### src/design/tvbd_pkg.sv
// ---------------------------------------------------------------------------
// tvbd_pkg: shared types and constants
// Types, register codes, cipher constants and helper functions used by the
// TEA-variant block decryptor.
// ---------------------------------------------------------------------------
`default_nettype none

package tvbd_pkg;

  // Sum schedule of the cipher.
  localparam logic [31:0] SUM_START = 32'hC6EF3720;
  localparam logic [31:0] SUM_STEP  = 32'h61C88647;

  // Tail strings, indexed by the descending tail index; the last entry pads.
  localparam logic [7:0] TAIL_STD [8] = '{8'h58, 8'h74, 8'h45, 8'h61,
                                          8'h4E, 8'h70, 8'h4B, 8'h00};
  localparam logic [7:0] TAIL_VAR [8] = '{8'h4E, 8'h70, 8'h4B, 8'h21,
                                          8'h54, 8'h65, 8'h41, 8'h00};

  // Configuration register codes (word index on the APB port).
  typedef enum logic [2:0] {
    REG_KEY0        = 3'd0,
    REG_KEY1        = 3'd1,
    REG_KEY2        = 3'd2,
    REG_KEY3        = 3'd3,
    REG_USE_VARIANT = 3'd4,
    REG_TAIL_ENABLE = 3'd5
  } reg_idx_t;

  // Configuration seen by the datapath.
  typedef struct packed {
    logic [3:0][31:0] key;
    logic [3:0][7:0]  kmod;
    logic             variant;
    logic             tail_en;
  } tvbd_cfg_t;

  // Payload carried down the pipeline.
  typedef struct packed {
    logic        full;
    logic [3:0]  count;
    logic [31:0] x;
    logic [31:0] y;
  } tvbd_word_t;

  // One pipeline slot: valid bit plus payload.
  typedef struct packed {
    logic       valid;
    tvbd_word_t w;
  } tvbd_pipe_t;

  // Running sum at the start of round r.
  function automatic logic [31:0] sum_at(input int unsigned r);
    logic [31:0] rr;
    rr = 32'(r);
    return SUM_START + rr * SUM_STEP;
  endfunction

  // A 32-bit value modulo 255: since 256 is 1 mod 255, fold the bytes.
  function automatic logic [7:0] mod255(input logic [31:0] v);
    logic [9:0] s;
    logic [8:0] t;
    s = {2'b00, v[7:0]} + {2'b00, v[15:8]} + {2'b00, v[23:16]} + {2'b00, v[31:24]};
    t = {7'b0, s[9:8]} + {1'b0, s[7:0]};
    if (t >= 9'd255) begin
      t = t - 9'd255;
    end
    return t[7:0];
  endfunction

endpackage

`default_nettype wire

### src/design/tvbd_skid.sv
// ---------------------------------------------------------------------------
// tvbd_skid: output register with skid entry
// Presents results on the output channel and parks one extra result when
// the consumer stalls, so the pipeline enable is a registered signal.
// ---------------------------------------------------------------------------
`default_nettype none

module tvbd_skid (
  input  wire logic                 clk,
  input  wire logic                 rst_n,
  input  wire tvbd_pkg::tvbd_pipe_t pipe_in,
  input  wire logic                 out_ready,
  output      logic                 pipe_en,
  output      logic                 out_valid,
  output      logic [63:0]          out_data,
  output      logic [3:0]           out_count
);

  logic        out_valid_r;
  logic        out_valid_nxt;
  logic        skid_valid_r;
  logic        skid_valid_nxt;
  logic [67:0] out_r;
  logic [67:0] out_nxt;
  logic [67:0] skid_r;
  logic [67:0] skid_nxt;
  logic [67:0] push_data;
  logic        push;
  logic        drain;

  assign pipe_en   = ~skid_valid_r;
  assign push      = pipe_en & pipe_in.valid;
  assign push_data = {pipe_in.w.count, pipe_in.w.y, pipe_in.w.x};
  assign drain     = ~out_valid_r | out_ready;

  // Output slot refills from the skid entry first, then from the pipeline.
  always_comb begin
    out_valid_nxt  = out_valid_r;
    skid_valid_nxt = skid_valid_r;
    out_nxt        = out_r;
    skid_nxt       = skid_r;
    if (drain) begin
      if (skid_valid_r) begin
        out_nxt        = skid_r;
        out_valid_nxt  = 1'b1;
        skid_valid_nxt = 1'b0;
      end else begin
        out_nxt       = push_data;
        out_valid_nxt = push;
      end
    end else if (push) begin
      skid_nxt       = push_data;
      skid_valid_nxt = 1'b1;
    end
  end

  always_ff @(posedge clk) begin
    if (!rst_n) begin
      out_valid_r  <= 1'b0;
      skid_valid_r <= 1'b0;
    end else begin
      out_valid_r  <= out_valid_nxt;
      skid_valid_r <= skid_valid_nxt;
    end
  end

  always_ff @(posedge clk) begin
    out_r  <= out_nxt;
    skid_r <= skid_nxt;
  end

  assign out_valid = out_valid_r;
  assign out_data  = out_r[63:0];
  assign out_count = out_r[67:64];

endmodule

`default_nettype wire

### config.mk
export PLATFORM = sky130hd
export DESIGN_NAME = tvbd_skid
export DESIGN_NICKNAME = d
export VERILOG_FILES = /design/src/design/tvbd_pkg.sv /design/src/design/tvbd_skid.sv
export SDC_FILE = /design/constraint.sdc
export NUM_CORES = 1
export LEC_CHECK = 0
export ABC_AREA = 1
export BUFFER_PORTS_ARGS = -buffer_cell sky130_fd_sc_hd__buf_2
export CAP_MARGIN = 15
export CORE_UTILIZATION = 40
export CTS_BUF_LIST = sky130_fd_sc_hd__clkbuf_16
export DETAILED_ROUTE_END_ITERATION = 7
export GPL_TIMING_DRIVEN = 0
export PLACE_DENSITY_LB_ADDON = 0.08
export SLEW_MARGIN = 20
export SYNTH_ARGS = -nofsm -noshare
export SYNTH_HDL_FRONTEND = slang
export SYNTH_SLANG_ARGS = --single-unit
### constraint.sdc
create_clock -name clk -period 5.1 [get_ports clk]
set_input_delay 0.51 -clock clk [delete_from_list [all_inputs] [get_ports clk]]
set_output_delay 0.51 -clock clk [all_outputs]
set_load 0.01 [all_outputs]
==> metrics.csv <==
stage;metric;value;unit
worst_setup_path;Crit Path Class;reg2reg;
routing;Avg WL per Cell;14.21;um
synthesis;Synthesized Nets;440;
synthesis;post-synthesis cell count;367;
synthesis;Synth top area share;80.30;%
routing;DR DRC count;0;
timing;Rel. slew slack;57.93;%
global_route;largest net degree at the start of global routing;38;
die;Top Ports;143;
routing;via count;3181;
synthesis;flops & latches, synth;138;
routing;drt total wl;10060;um
placed_design;DP HPWL;6466;um
global_route;initial antenna violation count;0;
cts;worst-skew pair later-pin latency;0.41;ns
finish;Nets;603;
finish;area grow syn2layout;29.23;%
synthesis;Synth Area in Compound Gates;0.09840;%
cts;Sink Count;138;
placed_design;Cells after DPL;679;
global_route;GRT Total Usage;16.72;%
cts;CTS tree;done;
timing;fin crit share;37.63;%
timing;setup_tns;0;ns
synthesis;Post-Synth Adder-Cell Area;0;%
global_route;first-pass GRT wire length;15990;um
routing;violation count after the first detailed-route iteration;160;
cts;post-CTS resize count;0;
run_status;status;complete, no violations;
synthesis;unique cell type count in the Yosys netlist;11;
worst_setup_path;CP endpoint kind;register;
placed_design;pre-CTS setup slack;2.814;ns
finish;Post-Layout Cell Count;708;
synthesis;yosys warns;0;
run;number of max-cap violations;0;
timing;Fmax;521.1;MHz
finish;Final Core Density;53.82;%
cts;clk root buf;clkbuf_16;
routing;via/cell ratio;4.493;
timing;Hold Slack;0.2846;ns
synthesis;Mean Syn Cell Area;13.86;sq um
synthesis;synthesized area;0.005086;sq mm
placed_design;number of port buffers;141;
timing;Slew Limit Fails;0;
routing;total iterations of the first detailed-routing run;4;
synthesis;largest cells by area after synthesis;edfxtp_1, nand2_1, buf_6;
cts;Max Root-Sink Buffers;2;
synthesis;xor and xnor area share after synthesis;0;%
finish;layout cell share with drive strength beyond 1;33.52;%
die;die area;0.01317;sq mm
worst_hold_path;Hold WC Path Type;in2reg;
synthesis;main combinational cell family by area after synthesis;simple AND/OR/NAND/NOR gates;
die;Vert. Die Dim;114.8;um
worst_setup_path;CP startpoint kind;register;
timing;Layout Skew;0.004300;ns
die;Initial Utilization;41.65;%
worst_setup_path;maximum fanout along the worst path;37;
cts;Worst-path clk slew;0.05;ns
placed_design;Placer Congestion;0.6950;
pwr;Power Density;391.3;mW/mm^2
global_route;vias in the first global route;3174;
synthesis;Synth area leader;edfxtp_1;
worst_setup_path;Data arrival, critical path;2.03;ns
finish;most common cell after layout, fill and taps aside;nand2_1;
global_route;GRT overflow;0;
pwr;Max VDD drop;0.0002174;V
synthesis;mux cell area share after synthesis;0;%
timing;final setup fails;0;
timing;worst setup margin;3.181;ns
routing;antenna-violating nets left;0;
timing;Tmin final;1.919;ns
finish;ant diodes;0;
timing;actual slew at the worst max-slew pin;0.6295;ns
finish;commonest non-fill, non-tap cells in the layout;nand2_1, buf_2, edfxtp_1;
pwr;leakage;2.879;nW
timing;Hold Violations, Final;0;
die;die width;114.8;um
die;Row Count;40;
synthesis;simple-gate area share of the yosys netlist;15.65;%
synthesis;sequential-to-total area share from yosys stat;81.08;%
cts;Post-CTS Setup Bufs;0;
cts;cts bufs inserted;17;
timing;RSZ-0062 raised after global routing;false;
cts;H-tree depth;4;
cts;Post-CTS Hold Buffers;0;
worst_setup_path;worst endpoint required time;5.21;ns
die;core area;0.01221;sq mm
-- cell usage after synthesis --
cell type / n
nor2_2: 1
nand2_1: 207
inv_8: 1
edfxtp_1: 136
nor2_1: 2
buf_6: 9
dfxtp_1: 2
o21ai_1: 1
inv_1: 1
buf_4: 6
nand3_1: 1
-- flip-flops by register name (all words and copies together), names as in the netlist --
signal,cells
out_r,68
out_valid,1
skid_r,68
skid_valid_r,1
-- path summary, 6_finish.rpt --
| path | startpoint | end | slack [ns] | cells past startpoint |
|---|---|---|---|---|
| worst max-delay path | out_valid$_SDFFE_PN0P_ | skid_r[29]$_DFFE_PP_ | 3.18 | 3 |
| worst min-delay path | pipe_in[42] | skid_r[10]$_DFFE_PP_ | 0.28 | 1 |
| worst max register to register | out_valid$_SDFFE_PN0P_ | skid_r[29]$_DFFE_PP_ | 3.18 | 3 |
| worst min register to register | skid_r[54]$_DFFE_PP_ | out_r[54]$_DFFE_PP_ | 0.51 | 2 |
-- area by class of cell --
cell class | instances | area [sq um]
Buffer | 15 | 146.4
Clock buffer | 17 | 425.4
Clock inverter | 12 | 72.57
Fill cell | 1142 | 5639
Inverter | 2 | 15.01
Multi-Input combinational cell | 212 | 813.3
Sequential cell | 138 | 4124
Tap cell | 168 | 210.2
Timing Repair Buffer | 144 | 765.7
-- through the flow --
stage / power [W] / area, sq um
finish: 0.002572 / 6573
global route: 0.002660 / 6573
CTS: 0.002599 / 6573
detailed placement: 0.001541 / 6075
global placement: 0.001537 / 6002
floorplan: 0.001440 / 5086
-- report_power, final --
part / internal (W) / leakage (nW) / switching [W]
clock network: 0.000641 / 0.262 / 0.000416
logic: 0.0000731 / 1.28 / 0.000106
registers: 0.00132 / 1.34 / 0.0000151
total: 0.00203 / 2.88 / 0.000537
-- metal layers --
layer  wire [um]  share of wire, %  GRT usage, %  vias up
met5           0                 0             0        -
met4         209               2.1         8.658        0
met3         605               6.0         5.430       18
met2        4880                48         27.07       89
met1        4366                43         20.13     1509
li1            -                 -             -     1565
-- cells by family (layout without fill, tap and decap cells) --
group                  Yosys count  after routing
AO/OA/AOI/OAI                    1              1
buffers and inverters           17            190
flip-flops                     138            138
AND/OR/NAND/NOR                211            211
-- worst max-delay path: stages (launching register included) --
cell and delay [ns]:
dfxtp_1 0.38, nand2_4 0.31, nor2_4 0.63, buf_12 0.27
No activity file was read; power rests on OpenSTA's default activity.
