## config.mk

```make
export PLATFORM = sky130hd
export DESIGN_NAME = tvbd_stage
export DESIGN_NICKNAME = d
export VERILOG_FILES = /design/src/design/tvbd_pkg.sv /design/src/design/tvbd_stage.sv
export SDC_FILE = /design/constraint.sdc
export NUM_CORES = 1
export LEC_CHECK = 0
export ABC_AREA = 1
export BUFFER_PORTS_ARGS = -buffer_cell sky130_fd_sc_hd__buf_2
export CELL_PAD_IN_SITES_DETAIL_PLACEMENT = 1
export CELL_PAD_IN_SITES_GLOBAL_PLACEMENT = 2
export CORE_MARGIN = 10
export CORE_UTILIZATION = 27
export DETAILED_ROUTE_END_ITERATION = 8
export PLACE_DENSITY_LB_ADDON = 0.05
export SYNTH_ARGS = -nofsm -noshare
export SYNTH_HDL_FRONTEND = slang
export SYNTH_SLANG_ARGS = --single-unit
```

## constraint.sdc

```tcl
create_clock -name clk -period 4.05 [get_ports clk]
set_input_delay 0.405 -clock clk [delete_from_list [all_inputs] [get_ports clk]]
set_output_delay 0.405 -clock clk [all_outputs]
set_load 0.05 [all_outputs]
```

## src/design/tvbd_pkg.sv

```systemverilog
// ---------------------------------------------------------------------------
// tvbd_pkg: shared types and constants
// Types, register codes, cipher constants and helper functions used by the
// TEA-variant block decryptor.
// ---------------------------------------------------------------------------
`default_nettype none

package tvbd_pkg;

  // Sum schedule of the cipher.
  localparam logic [31:0] SUM_START = 32'hC6EF3720;
  localparam logic [31:0] SUM_STEP  = 32'h61C88647;

  // Tail strings, indexed by the descending tail index; the last entry pads.
  localparam logic [7:0] TAIL_STD [8] = '{8'h58, 8'h74, 8'h45, 8'h61,
                                          8'h4E, 8'h70, 8'h4B, 8'h00};
  localparam logic [7:0] TAIL_VAR [8] = '{8'h4E, 8'h70, 8'h4B, 8'h21,
                                          8'h54, 8'h65, 8'h41, 8'h00};

  // Configuration register codes (word index on the APB port).
  typedef enum logic [2:0] {
    REG_KEY0        = 3'd0,
    REG_KEY1        = 3'd1,
    REG_KEY2        = 3'd2,
    REG_KEY3        = 3'd3,
    REG_USE_VARIANT = 3'd4,
    REG_TAIL_ENABLE = 3'd5
  } reg_idx_t;

  // Configuration seen by the datapath.
  typedef struct packed {
    logic [3:0][31:0] key;
    logic [3:0][7:0]  kmod;
    logic             variant;
    logic             tail_en;
  } tvbd_cfg_t;

  // Payload carried down the pipeline.
  typedef struct packed {
    logic        full;
    logic [3:0]  count;
    logic [31:0] x;
    logic [31:0] y;
  } tvbd_word_t;

  // One pipeline slot: valid bit plus payload.
  typedef struct packed {
    logic       valid;
    tvbd_word_t w;
  } tvbd_pipe_t;

  // Running sum at the start of round r.
  function automatic logic [31:0] sum_at(input int unsigned r);
    logic [31:0] rr;
    rr = 32'(r);
    return SUM_START + rr * SUM_STEP;
  endfunction

  // A 32-bit value modulo 255: since 256 is 1 mod 255, fold the bytes.
  function automatic logic [7:0] mod255(input logic [31:0] v);
    logic [9:0] s;
    logic [8:0] t;
    s = {2'b00, v[7:0]} + {2'b00, v[15:8]} + {2'b00, v[23:16]} + {2'b00, v[31:24]};
    t = {7'b0, s[9:8]} + {1'b0, s[7:0]};
    if (t >= 9'd255) begin
      t = t - 9'd255;
    end
    return t[7:0];
  endfunction

endpackage

`default_nettype wire

```

## src/design/tvbd_stage.sv

```systemverilog
// ---------------------------------------------------------------------------
// tvbd_stage: one registered half round
// Updates one word of a full block from the other word; the sum and key
// selection are fixed per stage. Tail items pass through unchanged.
// ---------------------------------------------------------------------------
`default_nettype none

module tvbd_stage #(
  parameter logic [31:0] SUM_STD = 32'h0,
  parameter logic [31:0] SUM_VAR = 32'h0,
  parameter bit          UPD_X   = 1'b0
) (
  input  wire logic                 clk,
  input  wire logic                 rst_n,
  input  wire logic                 en,
  input  wire tvbd_pkg::tvbd_cfg_t  cfg,
  input  wire tvbd_pkg::tvbd_pipe_t pipe_in,
  output      tvbd_pkg::tvbd_pipe_t pipe_out
);

  // Standard mixing key index; the y update flips the low bit.
  localparam logic [1:0] KIDX = SUM_STD[3:2] ^ {1'b0, ~UPD_X};
  // Variant mixing keys: y update uses key 3 and 2, x update key 1 and 0.
  localparam logic [1:0] KA   = UPD_X ? 2'd1 : 2'd3;
  localparam logic [1:0] KB   = UPD_X ? 2'd0 : 2'd2;

  logic                 valid_r;
  tvbd_pkg::tvbd_word_t word_r;
  tvbd_pkg::tvbd_word_t word_nxt;
  logic [31:0]          src;
  logic [31:0]          dst;
  logic [31:0]          mix_std;
  logic [31:0]          mix_var;
  logic [31:0]          dst_nxt;

  assign src = UPD_X ? pipe_in.w.y : pipe_in.w.x;
  assign dst = UPD_X ? pipe_in.w.x : pipe_in.w.y;

  // Both round functions; the mode bit picks one before the subtract.
  assign mix_std = ((SUM_STD ^ src) + (src ^ cfg.key[KIDX])) ^
                   (((src << 2) ^ (src >> 5)) + ((src << 4) ^ (src >> 3)));
  assign mix_var = (src + SUM_VAR) ^ (cfg.key[KA] + (src >> 5)) ^
                   (cfg.key[KB] + (src << 4));
  assign dst_nxt = dst - (cfg.variant ? mix_var : mix_std);

  always_comb begin
    word_nxt = pipe_in.w;
    if (pipe_in.w.full) begin
      if (UPD_X) begin
        word_nxt.x = dst_nxt;
      end else begin
        word_nxt.y = dst_nxt;
      end
    end
  end

  always_ff @(posedge clk) begin
    if (!rst_n) begin
      valid_r <= 1'b0;
    end else if (en) begin
      valid_r <= pipe_in.valid;
    end
  end

  always_ff @(posedge clk) begin
    if (en) begin
      word_r <= word_nxt;
    end
  end

  assign pipe_out.valid = valid_r;
  assign pipe_out.w     = word_r;

endmodule

`default_nettype wire

```

==> impl_metrics.env <==
export IMPL_status="complete, no violations"
export IMPL_synth_cell_types=61
export IMPL_internal_power_mw=4.74
export IMPL_p_clk_share_pct=10.5
export IMPL_p_leak_nw=11.2
export IMPL_syn_area_per_cell_um2=6.67
export IMPL_overflow=0
export IMPL_synthFlopType="edfxtp_1"
export IMPL_coreArea_um2=47500
export IMPL_finalMaxSlewViolations=0
export IMPL_switching_share_pct=47.7
export IMPL_ys_top_cells_by_area="edfxtp_1, ha_1, nand2_1"
export IMPL_startpoint="pipe_in[33]"
export IMPL_final_hold_viol_count=0
export IMPL_finClkSkew_ns=0
export IMPL_syn_num_nets=2327
export IMPL_grt_pass1_vias=17800
export IMPL_clk_latency_ns=0.38
export IMPL_dieArea_um2=57100
export IMPL_drc=0
export IMPL_grt_max_degree=72
export IMPL_placed_cell_area_um2=19300
export IMPL_area_growth_synth_to_final_pct=77.6
export IMPL_finalNetCount=3189
export IMPL_period_minus_slack_ns=3.98
export IMPL_clock_fmax_ghz=0.251
export IMPL_ys_ff_latch=70
export IMPL_fin_area_um2=23000
export IMPL_cp_endpoint="pipe_out[26]"
export IMPL_ys_warn_count=0
export IMPL_root_buffer="clkbuf_16"
export IMPL_drtPass1Iterations=5
export IMPL_drt_initial_drc_count=534
export IMPL_grt_antenna_before_repair=3
export IMPL_setup_ws_ns=0.0730
export IMPL_syn_instance_count=1941
export IMPL_yosysTopAreaCell="edfxtp_1"
export IMPL_power_mw=9.07
export IMPL_holdCritPathClass="in -> reg"
export IMPL_rsz0062_at_grt="yes"
export IMPL_tightestPinTransition_ns=1.10
export IMPL_path_class="in -> reg"
export IMPL_worstPathArrival_ns=4.12
export IMPL_r2r_start="valid_r"
export IMPL_fp_dieH_um=239
export IMPL_wl_per_cell_um=19.7
export IMPL_clock_sinks=70
export IMPL_synth_area_um2=12900
export IMPL_min_period_over_period_pct=98.2
export IMPL_peakVddDrop_v=0.000244
export IMPL_synth_async_sr_flop_share_pct=0
export IMPL_power_switching_mw=4.33
export IMPL_synth_edf_count=69
export IMPL_hpwlAfterDp_um=56000
export IMPL_cts_tree="done"
export IMPL_crit_fanout=4
export IMPL_cts_htree_levels=3
export IMPL_io_pins=305
export IMPL_r2r_end="valid_r"
export IMPL_synth_top_area_share_pct=16.0
export IMPL_vias=16400
export IMPL_rows=80
export IMPL_crit_required_ns=4.20
export IMPL_yosysSeqAreaShare_pct=16.2
export IMPL_start_util_pct=27.2
export IMPL_die_w_um=239
export IMPL_final_common_cell="buf_4"
export IMPL_grt_usage_pct=22.4
export IMPL_seq_area_um2=2090
export IMPL_crit_path_start_kind="primary input"
export IMPL_setup_violations=0
export IMPL_dp_slack_ns=-0.844
export IMPL_layout_common_cells="buf_4, nand2_1, buf_2, inv_1, nor2_1"
export IMPL_cp_end_kind="flip-flop"
export IMPL_whs_ns=0.192
export IMPL_clk_path_buf_depth=2
export IMPL_io_buffers=239
export IMPL_wirelength_um=67500
export IMPL_cap_violations=0
export IMPL_viasPerCell=4.78
export IMPL_slew_limit_headroom_pct=26.3
export IMPL_r2r_slack_ns=3.36
export IMPL_clkTransAtPathRegs_ns=0.07
export IMPL_power_share_sequential_pct=10.7
export IMPL_nFillCells=5861
export IMPL_p_per_area_nw_per_um2=395
export IMPL_place_congestion=0.888
export IMPL_p_comb_share_pct=78.9
export IMPL_grt_pass1_wl_um=98400
export IMPL_final_layout_size_suffix_gt1_share_pct=49.8
export IMPL_ant_nets=0
export IMPL_numCtsBuffers=9
export IMPL_r2r_cells=2
export IMPL_multi_input_area_um2=12600
[critical path, stage by stage]
cell and delay (ns):
buf_4 0.15, xor2_4 0.29, buf_4 0.18, ha_4 0.22
a21oi_4 0.17, a21boi_1 0.25, nor2_1 0.07, o21ai_0 0.19
buf_4 0.16, nand4_1 0.17, nand4_1 0.14, nand2_1 0.09
o21ai_4 0.21, ha_4 0.26, nand2_4 0.10, o21a_1 0.14
inv_1 0.07, a21oi_2 0.15, nand3_2 0.13, nand3_2 0.09
nand2_2 0.07, or2_2 0.27, nand3_1 0.07, nand2_1 0.06
[how the worst min path moves through the flow]
stage,from,endpoint,slack [ns],cells after the start
global route,pipe_in[64],pipe_out[64],0.18,1
global placement,valid_r,valid_r,0.52,2
detailed placement,valid_r,valid_r,0.57,2
floorplan,en,valid_r,0.50,1
CTS,pipe_in[65],pipe_out[65],0.17,1
finish,pipe_in[64],pipe_out[64],0.19,1
[kinds of logic after synthesis]
group | count (synthesis) | synth area share, %
buf+inv | 274 | 8.46
flops | 70 | 16.2
compound gates | 396 | 17.6
mux | 9 | 0.706
xor+xnor | 227 | 16.0
fa+ha+maj | 151 | 14.8
simple gates | 814 | 26.2
[registers in the layout (all words and copies together), names as in the netlist]
name,count
pipe_out,69
valid_r,1
[metrics by stage]
step                      utilization, %  TNS [ns]  cells
after floorplan                        -         0   1941
after global placement              40.6    -10.66   3364
after detailed placement            40.6    -12.81   3364
after CTS                           43.5   -0.0157   3395
after global routing                48.3    -0.952   3425
final                               48.3         0   3425
[synth_stat cells, types with 7 or more instances]
library cell and count:
nand2_1 478, inv_1 232, nor2_1 153, a21oi_1 150, ha_1 147, xor2_1 134
o21ai_0 120, nand3_1 98, xnor2_1 83, edfxtp_1 69, a21o_1 26, a31oi_1 23
nor3_1 20, buf_2 17, o21ai_1 17, or2_2 14, nand4_1 12, nor4_1 10
o21bai_1 9, clkbuf_1 8, mux2i_1 8, xnor2_2 8, inv_2 7, nand2_2 7
o21ai_2 7
[final cells by class]
cell class                 count  area share [%]
sequential                    70            9.10
tap                          615            3.35
multi-input combinational   1597            55.0
timing repair buffer         886            27.2
clock inverter                 7           0.425
inverter                     239            3.91
clock buffer                   9           0.980
antenna                        2          0.0218
[timing repair]
item	CTS	global route
hold buffers	0	0
gates resized for setup	199	424
setup buffers	15	30
setup endpoints to repair	19	21
pin swaps	57	156
[power by group through the flow]
stage / logic [mW] / registers (mW) / clock network, mW
finish: 7.15 / 0.967 / 0.950
global route: 7.71 / 0.978 / 0.996
CTS: 6.04 / 0.969 / 0.982
detailed placement: 5.61 / 0.984 / 0
global placement: 5.49 / 0.981 / 0
floorplan: 2.53 / 1.37 / 0
[metal layers]
layer / routed length, um / GRT usage [%] / share of wire, %
met2: 34400 / 40.5 / 51
met4: 1330 / 6.12 / 2.0
met5: 0 / 0 / 0
met3: 1490 / 2.58 / 2.2
met1: 30200 / 27.4 / 45
Note: power is estimated with default switching activity, not from simulation.
