--- config.mk ---
export PLATFORM = sky130hd
export DESIGN_NAME = tvbd_tail
export DESIGN_NICKNAME = d
export VERILOG_FILES = /design/src/design/tvbd_pkg.sv /design/src/design/tvbd_tail.sv
export SDC_FILE = /design/constraint.sdc
export NUM_CORES = 1
export LEC_CHECK = 0
export BUFFER_PORTS_ARGS = -buffer_cell sky130_fd_sc_hd__buf_2
export CAP_MARGIN = 20
export CORE_MARGIN = 10
export CORE_UTILIZATION = 30
export DETAILED_ROUTE_END_ITERATION = 12
export PLACE_DENSITY = 0.67
export SLEW_MARGIN = 20
export SYNTH_ARGS = -nofsm -noshare
export SYNTH_HDL_FRONTEND = slang
export SYNTH_SLANG_ARGS = --single-unit
--- constraint.sdc ---
create_clock -name clk -period 6.57 [get_ports clk]
set_input_delay 1.314 -clock clk [delete_from_list [all_inputs] [get_ports clk]]
set_output_delay 1.314 -clock clk [all_outputs]
set_load 0.05 [all_outputs]
--- src/design/tvbd_pkg.sv ---
// ---------------------------------------------------------------------------
// tvbd_pkg: shared types and constants
// Types, register codes, cipher constants and helper functions used by the
// TEA-variant block decryptor.
// ---------------------------------------------------------------------------
`default_nettype none

package tvbd_pkg;

  // Sum schedule of the cipher.
  localparam logic [31:0] SUM_START = 32'hC6EF3720;
  localparam logic [31:0] SUM_STEP  = 32'h61C88647;

  // Tail strings, indexed by the descending tail index; the last entry pads.
  localparam logic [7:0] TAIL_STD [8] = '{8'h58, 8'h74, 8'h45, 8'h61,
                                          8'h4E, 8'h70, 8'h4B, 8'h00};
  localparam logic [7:0] TAIL_VAR [8] = '{8'h4E, 8'h70, 8'h4B, 8'h21,
                                          8'h54, 8'h65, 8'h41, 8'h00};

  // Configuration register codes (word index on the APB port).
  typedef enum logic [2:0] {
    REG_KEY0        = 3'd0,
    REG_KEY1        = 3'd1,
    REG_KEY2        = 3'd2,
    REG_KEY3        = 3'd3,
    REG_USE_VARIANT = 3'd4,
    REG_TAIL_ENABLE = 3'd5
  } reg_idx_t;

  // Configuration seen by the datapath.
  typedef struct packed {
    logic [3:0][31:0] key;
    logic [3:0][7:0]  kmod;
    logic             variant;
    logic             tail_en;
  } tvbd_cfg_t;

  // Payload carried down the pipeline.
  typedef struct packed {
    logic        full;
    logic [3:0]  count;
    logic [31:0] x;
    logic [31:0] y;
  } tvbd_word_t;

  // One pipeline slot: valid bit plus payload.
  typedef struct packed {
    logic       valid;
    tvbd_word_t w;
  } tvbd_pipe_t;

  // Running sum at the start of round r.
  function automatic logic [31:0] sum_at(input int unsigned r);
    logic [31:0] rr;
    rr = 32'(r);
    return SUM_START + rr * SUM_STEP;
  endfunction

  // A 32-bit value modulo 255: since 256 is 1 mod 255, fold the bytes.
  function automatic logic [7:0] mod255(input logic [31:0] v);
    logic [9:0] s;
    logic [8:0] t;
    s = {2'b00, v[7:0]} + {2'b00, v[15:8]} + {2'b00, v[23:16]} + {2'b00, v[31:24]};
    t = {7'b0, s[9:8]} + {1'b0, s[7:0]};
    if (t >= 9'd255) begin
      t = t - 9'd255;
    end
    return t[7:0];
  endfunction

endpackage

`default_nettype wire

--- src/design/tvbd_tail.sv ---
// ---------------------------------------------------------------------------
// tvbd_tail: input capture stage
// Registers each request, splits full blocks into words and finishes
// partial tail items with the tail XOR so they can ride the pipeline.
// ---------------------------------------------------------------------------
`default_nettype none

module tvbd_tail (
  input  wire logic                 clk,
  input  wire logic                 rst_n,
  input  wire logic                 en,
  input  wire logic                 in_valid,
  input  wire logic [63:0]          block_data,
  input  wire logic [3:0]           byte_count,
  input  wire tvbd_pkg::tvbd_cfg_t  cfg,
  output      tvbd_pkg::tvbd_pipe_t pipe_out
);

  logic                 valid_r;
  tvbd_pkg::tvbd_word_t word_r;
  tvbd_pkg::tvbd_word_t word_nxt;
  logic [63:0]          tail_res;
  logic [2:0]           idx;
  logic [7:0]           pad;
  logic                 full;

  assign full = byte_count[3];

  // Tail lanes: byte p uses the descending index count-1-p.
  always_comb begin
    tail_res = '0;
    idx      = '0;
    pad      = '0;
    for (int p = 0; p < 8; p++) begin
      idx = 3'(byte_count - 4'(p + 1));
      pad = cfg.variant ? tvbd_pkg::TAIL_VAR[idx] : tvbd_pkg::TAIL_STD[idx];
      pad = pad ^ cfg.kmod[idx[1:0]];
      if (!cfg.tail_en) begin
        pad = '0;
      end
      if (4'(p) < byte_count) begin
        tail_res[8*p +: 8] = block_data[8*p +: 8] ^ pad;
      end
    end
  end

  // Full blocks go on as words; tails are already finished.
  always_comb begin
    word_nxt.full  = full;
    word_nxt.count = byte_count;
    word_nxt.x     = full ? block_data[31:0]  : tail_res[31:0];
    word_nxt.y     = full ? block_data[63:32] : tail_res[63:32];
  end

  always_ff @(posedge clk) begin
    if (!rst_n) begin
      valid_r <= 1'b0;
    end else if (en) begin
      valid_r <= in_valid;
    end
  end

  always_ff @(posedge clk) begin
    if (en) begin
      word_r <= word_nxt;
    end
  end

  assign pipe_out.valid = valid_r;
  assign pipe_out.w     = word_r;

endmodule

`default_nettype wire

==> results.md <==
| Group | Parameter | Value |
|:---|:---|:---|
| outcome | Result of the run | finished clean |
| clock tree | Number of gates resized after CTS | 0 |
| grt | Grt ovf | 0 |
| die | Width of the die | 161 um |
| setup path | Crit Path Category | in2reg |
| clock tree | Root buffer cell | sky130_fd_sc_hd__clkbuf_16 |
| sta | PnR worst setup slack | 2.11 ns |
| grt | Via count of the first global-routing pass | 5,124 |
| logic synthesis | Commonest cells in the synthesized netlist | sky130_fd_sc_hd__edfxtp_1, sky130_fd_sc_hd__o21ai_0, sky130_fd_sc_hd__a21oi_1, sky130_fd_sc_hd__nand2_1, sky130_fd_sc_hd__nor2_1 |
| logic synthesis | Post-Syn Nets | 848 |
| placement | Port buffer count | 175 |
| grt | Layer carrying the most global-route usage | met2 |
| power and ir drop | Worst vdd ir | 0.0000989 V |
| logic synthesis | Asr flop ratio synth | 0 |
| logic synthesis | Fraction of synthesized cell area taken by the top area cell type | 0.344 |
| drt | Number of violations reported at the end of detailed-routing iteration 0 | 510 |
| worst hold path | Path category of the worst min-delay check | reg2reg |
| die | Die outline height | 161 um |
| drt | Routed wire length per instance | 19.6 um |
| clock tree | Clock latency of the later-clocked register in the worst-skew pair | 0.34 ns |
| die | Core footprint | 19,500 um^2 |
| placement | Final weighted congestion of routability-driven global placement | 0.833 |
| clock tree | Number of setup buffers added after CTS | 0 |
| die | DIE AREA | 25,800 um^2 |
| logic synthesis | Main area contributors after synthesis | sky130_fd_sc_hd__edfxtp_1, sky130_fd_sc_hd__mux4_2, sky130_fd_sc_hd__mux2i_1 |
| setup path | Worst Reg2Reg Path Length in Cells | 2 |
| setup path | Crit path launch | byte_count[2] |
| placement | Pre-CTS setup slack | 1.81 ns |
| sta | Number of hold-slack violations in the final timing report | 0 |
| grt | Initial antenna violation count | 6 |
| setup path | Worst path required time | 6.75 ns |
| setup path | Cell breakdown of the critical path | buf_2 -> clkinv_1 -> ha_1 -> nand2b_1 -> nand3_1 -> and3_1 -> or4_1 -> a21oi_1 |
| logic synthesis | Flip-flop and latch count after synthesis | 69 |
| setup path | Worst reg2reg setup slack | 5.98 ns |
| drt | Vias/cell | 5.23 |
| setup path | Critical path buffer and inverter count | 2 |
| drt | Total wire length after detailed routing | 20,000 um |
| setup path | Element type at the critical path start | primary input |
| sta | Max Slew Vio Count | 0 |
| sta | RSZ-0062 raised after global routing | false |
| logic synthesis | Most frequent cell after synthesis | sky130_fd_sc_hd__edfxtp_1 |
| logic synthesis | Post-synthesis cell area | 5930 um^2 |
| layout | Share of cells above drive strength 1 | 0.320 |
| logic synthesis | Synth Warn # | 0 |
| setup path | Worst setup EP type | register |
| sta | Least-Margin Pin Slew | 1.09 ns |
| layout | Number of fill cells in the layout | 1,973 |
| clock tree | TritonCTS clock tree | done |
| sta | Period minus WS final | 4.46 ns |
| logic synthesis | Cell count after synthesis | 604 |
| sta | Relative slew slack | 0.270 |
| drt | Number of iterations in the first detailed-routing pass | 5 |
| sta | Total Neg Setup Slack | 0 ns |
| sta | Max Clk Rate | 224 MHz |
| power and ir drop | Cell leakage power | 0.00282 uW |
| logic synthesis | Post-synth top area cell | sky130_fd_sc_hd__edfxtp_1 |
| clock tree | Buffer depth of the longest clock path | 2 |
| grt | Met3 global-route usage | 0.0601 |
| setup path | Endpoint of the most critical register-to-register path | valid_r$_SDFFE_PN0P_ |
| drt | DRC viols | 0 |
| die | Initial cell density of the core | 0.305 |
| grt | GRT met1 Usage | 0.176 |
| grt | Total track usage | 0.150 |
| die | Placement row count | 51 |
| setup path | Endpoint arrival time on the critical path | 4.64 ns |
| logic synthesis | Top_reg_cell synth | sky130_fd_sc_hd__edfxtp_1 |
| grt | First-pass GRT wire length | 30,200 um |
| placement | DP Cell Count | 1,001 |
| setup path | Slowest cell on crit path | sky130_fd_sc_hd__ha_1 |
| power and ir drop | Power per standard cell area | 217 nW/um^2 |
| setup path | CP endpoint | pipe_out[34]$_DFFE_PP_ |
| logic synthesis | Mean area per synthesized cell | 9.83 um^2 |
| setup path | CP max FO | 46 |
| setup path | Source of the worst register-to-register timing path | valid_r$_SDFFE_PN0P_ |
| drt | Antenna violation net count after detailed routing | 0 |
| clock tree | H-tree depth | 3 |
| sta | Setup Skew | 0 ns |
| setup path | Peak per-stage delay on the critical path | 0.84 ns |
| logic synthesis | Sequential fraction of the synthesis area | 0.347 |
| drt | Vias after detailed routing | 5,334 |
| layout | Final std cells w/o fill | 1,020 |
| clock tree | Worst-path clk slew | 0.06 ns |
| setup path | Number of gates on the worst path with buffers counted | 8 |
| logic synthesis | Count of flip-flops with a built-in enable after synthesis | 68 |
| die | Count of pins on the block boundary | 304 |
| grt | Global routing met2 resource utilization | 0.251 |
| clock tree | CTS sink count | 69 |
| clock tree | Inserted Clock Buffers | 9 |
| flow run | Reported max-cap violation count | 0 |
| sta | Final cycle utilization of the critical path | 0.679 |
| logic synthesis | Library cells used by synthesis | 66 |
| placement | Placed wire-length estimate | 15,400 um |
| layout | Signed area change from the synthesized netlist to the final layout | 21.3% |
| grt | Maximum number of pins on one net before global-route repair | 70 |
| setup path | Family with the most delay on the worst path | buffers and inverters |
| clock tree | Post-CTS Hold Fix Bufs | 0 |
| layout | Count of nets after finishing | 991 |
| sta | Setup violators final | 0 |
registers in the layout, indices dropped and copies added, names as in the netlist:
name,cells
pipe_out,68
valid_r,1
worst min-delay path, cell delays in order, from the launching register on:
cell and delay, ns:
sky130_fd_sc_hd__dfxtp_1 0.33, sky130_fd_sc_hd__mux2i_1 0.06, sky130_fd_sc_hd__nor2b_1 0.09
power by group:
part | leakage [uW] | switching [uW] | total [uW] | internal, uW
Clock | 0.000122 | 192 | 448 | 256
Sequential | 0.000668 | 9.51 | 547 | 538
Combinational | 0.00203 | 384 | 565 | 181
routing by layer:
layer / wire (um) / share of wire / vias to the layer above
met1: 7780 / 0.39 / 2516
met2: 9870 / 0.49 / 212
met5: 48 / 0.0024 / -
met4: 233 / 0.012 / 8
li1: - / - / 2573
met3: 2070 / 0.10 / 25
worst min path at each step:
| stage | from | end | cells after the start |
|---|---|---|---|
| 2_1_floorplan | valid_r$_SDFFE_PN0P_ | valid_r$_SDFFE_PN0P_ | 2 |
| 3_3_place_gp | valid_r$_SDFFE_PN0P_ | valid_r$_SDFFE_PN0P_ | 2 |
| 3_5_place_dp | valid_r$_SDFFE_PN0P_ | valid_r$_SDFFE_PN0P_ | 2 |
| 4_1_cts | valid_r$_SDFFE_PN0P_ | valid_r$_SDFFE_PN0P_ | 2 |
| 5_1_grt | valid_r$_SDFFE_PN0P_ | valid_r$_SDFFE_PN0P_ | 2 |
| 6_report | valid_r$_SDFFE_PN0P_ | valid_r$_SDFFE_PN0P_ | 2 |
cell families after synthesis:
kind of cell,count (synthesis),synth area share
xor+xnor,41,0.0666
simple gates,201,0.179
compound gates,166,0.170
buf+inv,57,0.0510
mux,59,0.164
fa+ha+maj,11,0.0228
flops,69,0.347
final cells by class:
type                    instances  area, um^2  share of cell area
diodes                          3        7.51             0.00104
clock buffers                  11         233              0.0323
clock inverters                 5        36.3             0.00504
inverters                       8        30.0             0.00417
multi-input cells             478        3570               0.496
flip-flops and latches         69        2060               0.287
well taps                     265         332              0.0461
repair buffers                181         923               0.128
stage by stage:
stage               instance area, um^2  hold WS (ns)  utilization  power (uW)
floorplan                          5930         0.484            -         967
global placement                   6920         0.500        0.356        1110
CTS                                7190         0.525        0.369        1580
detailed placement                 6920         0.509        0.356        1120
finish                             7200         0.516        0.370        1560
global route                       7190         0.576        0.369        1640
cell usage in the layout (no fill, tap or decap), drive strengths merged, types with 5 or more instances in the layout:
master and count:
and2 11, xnor2 16, or3 29, clkbuf 11
edfxtp 68, nand2b 19, o31ai 15, mux4 30
xor2 24, ha 10, buf 181, mux2i 27
or2 7, nor2b 12, nand2 41, a21oi 52
nor2 40, and3 8, nor3 14, inv 8
o21ai 54, nand3 5, nor3b 5, o21a 7
Power figures use the tool's default switching activity.
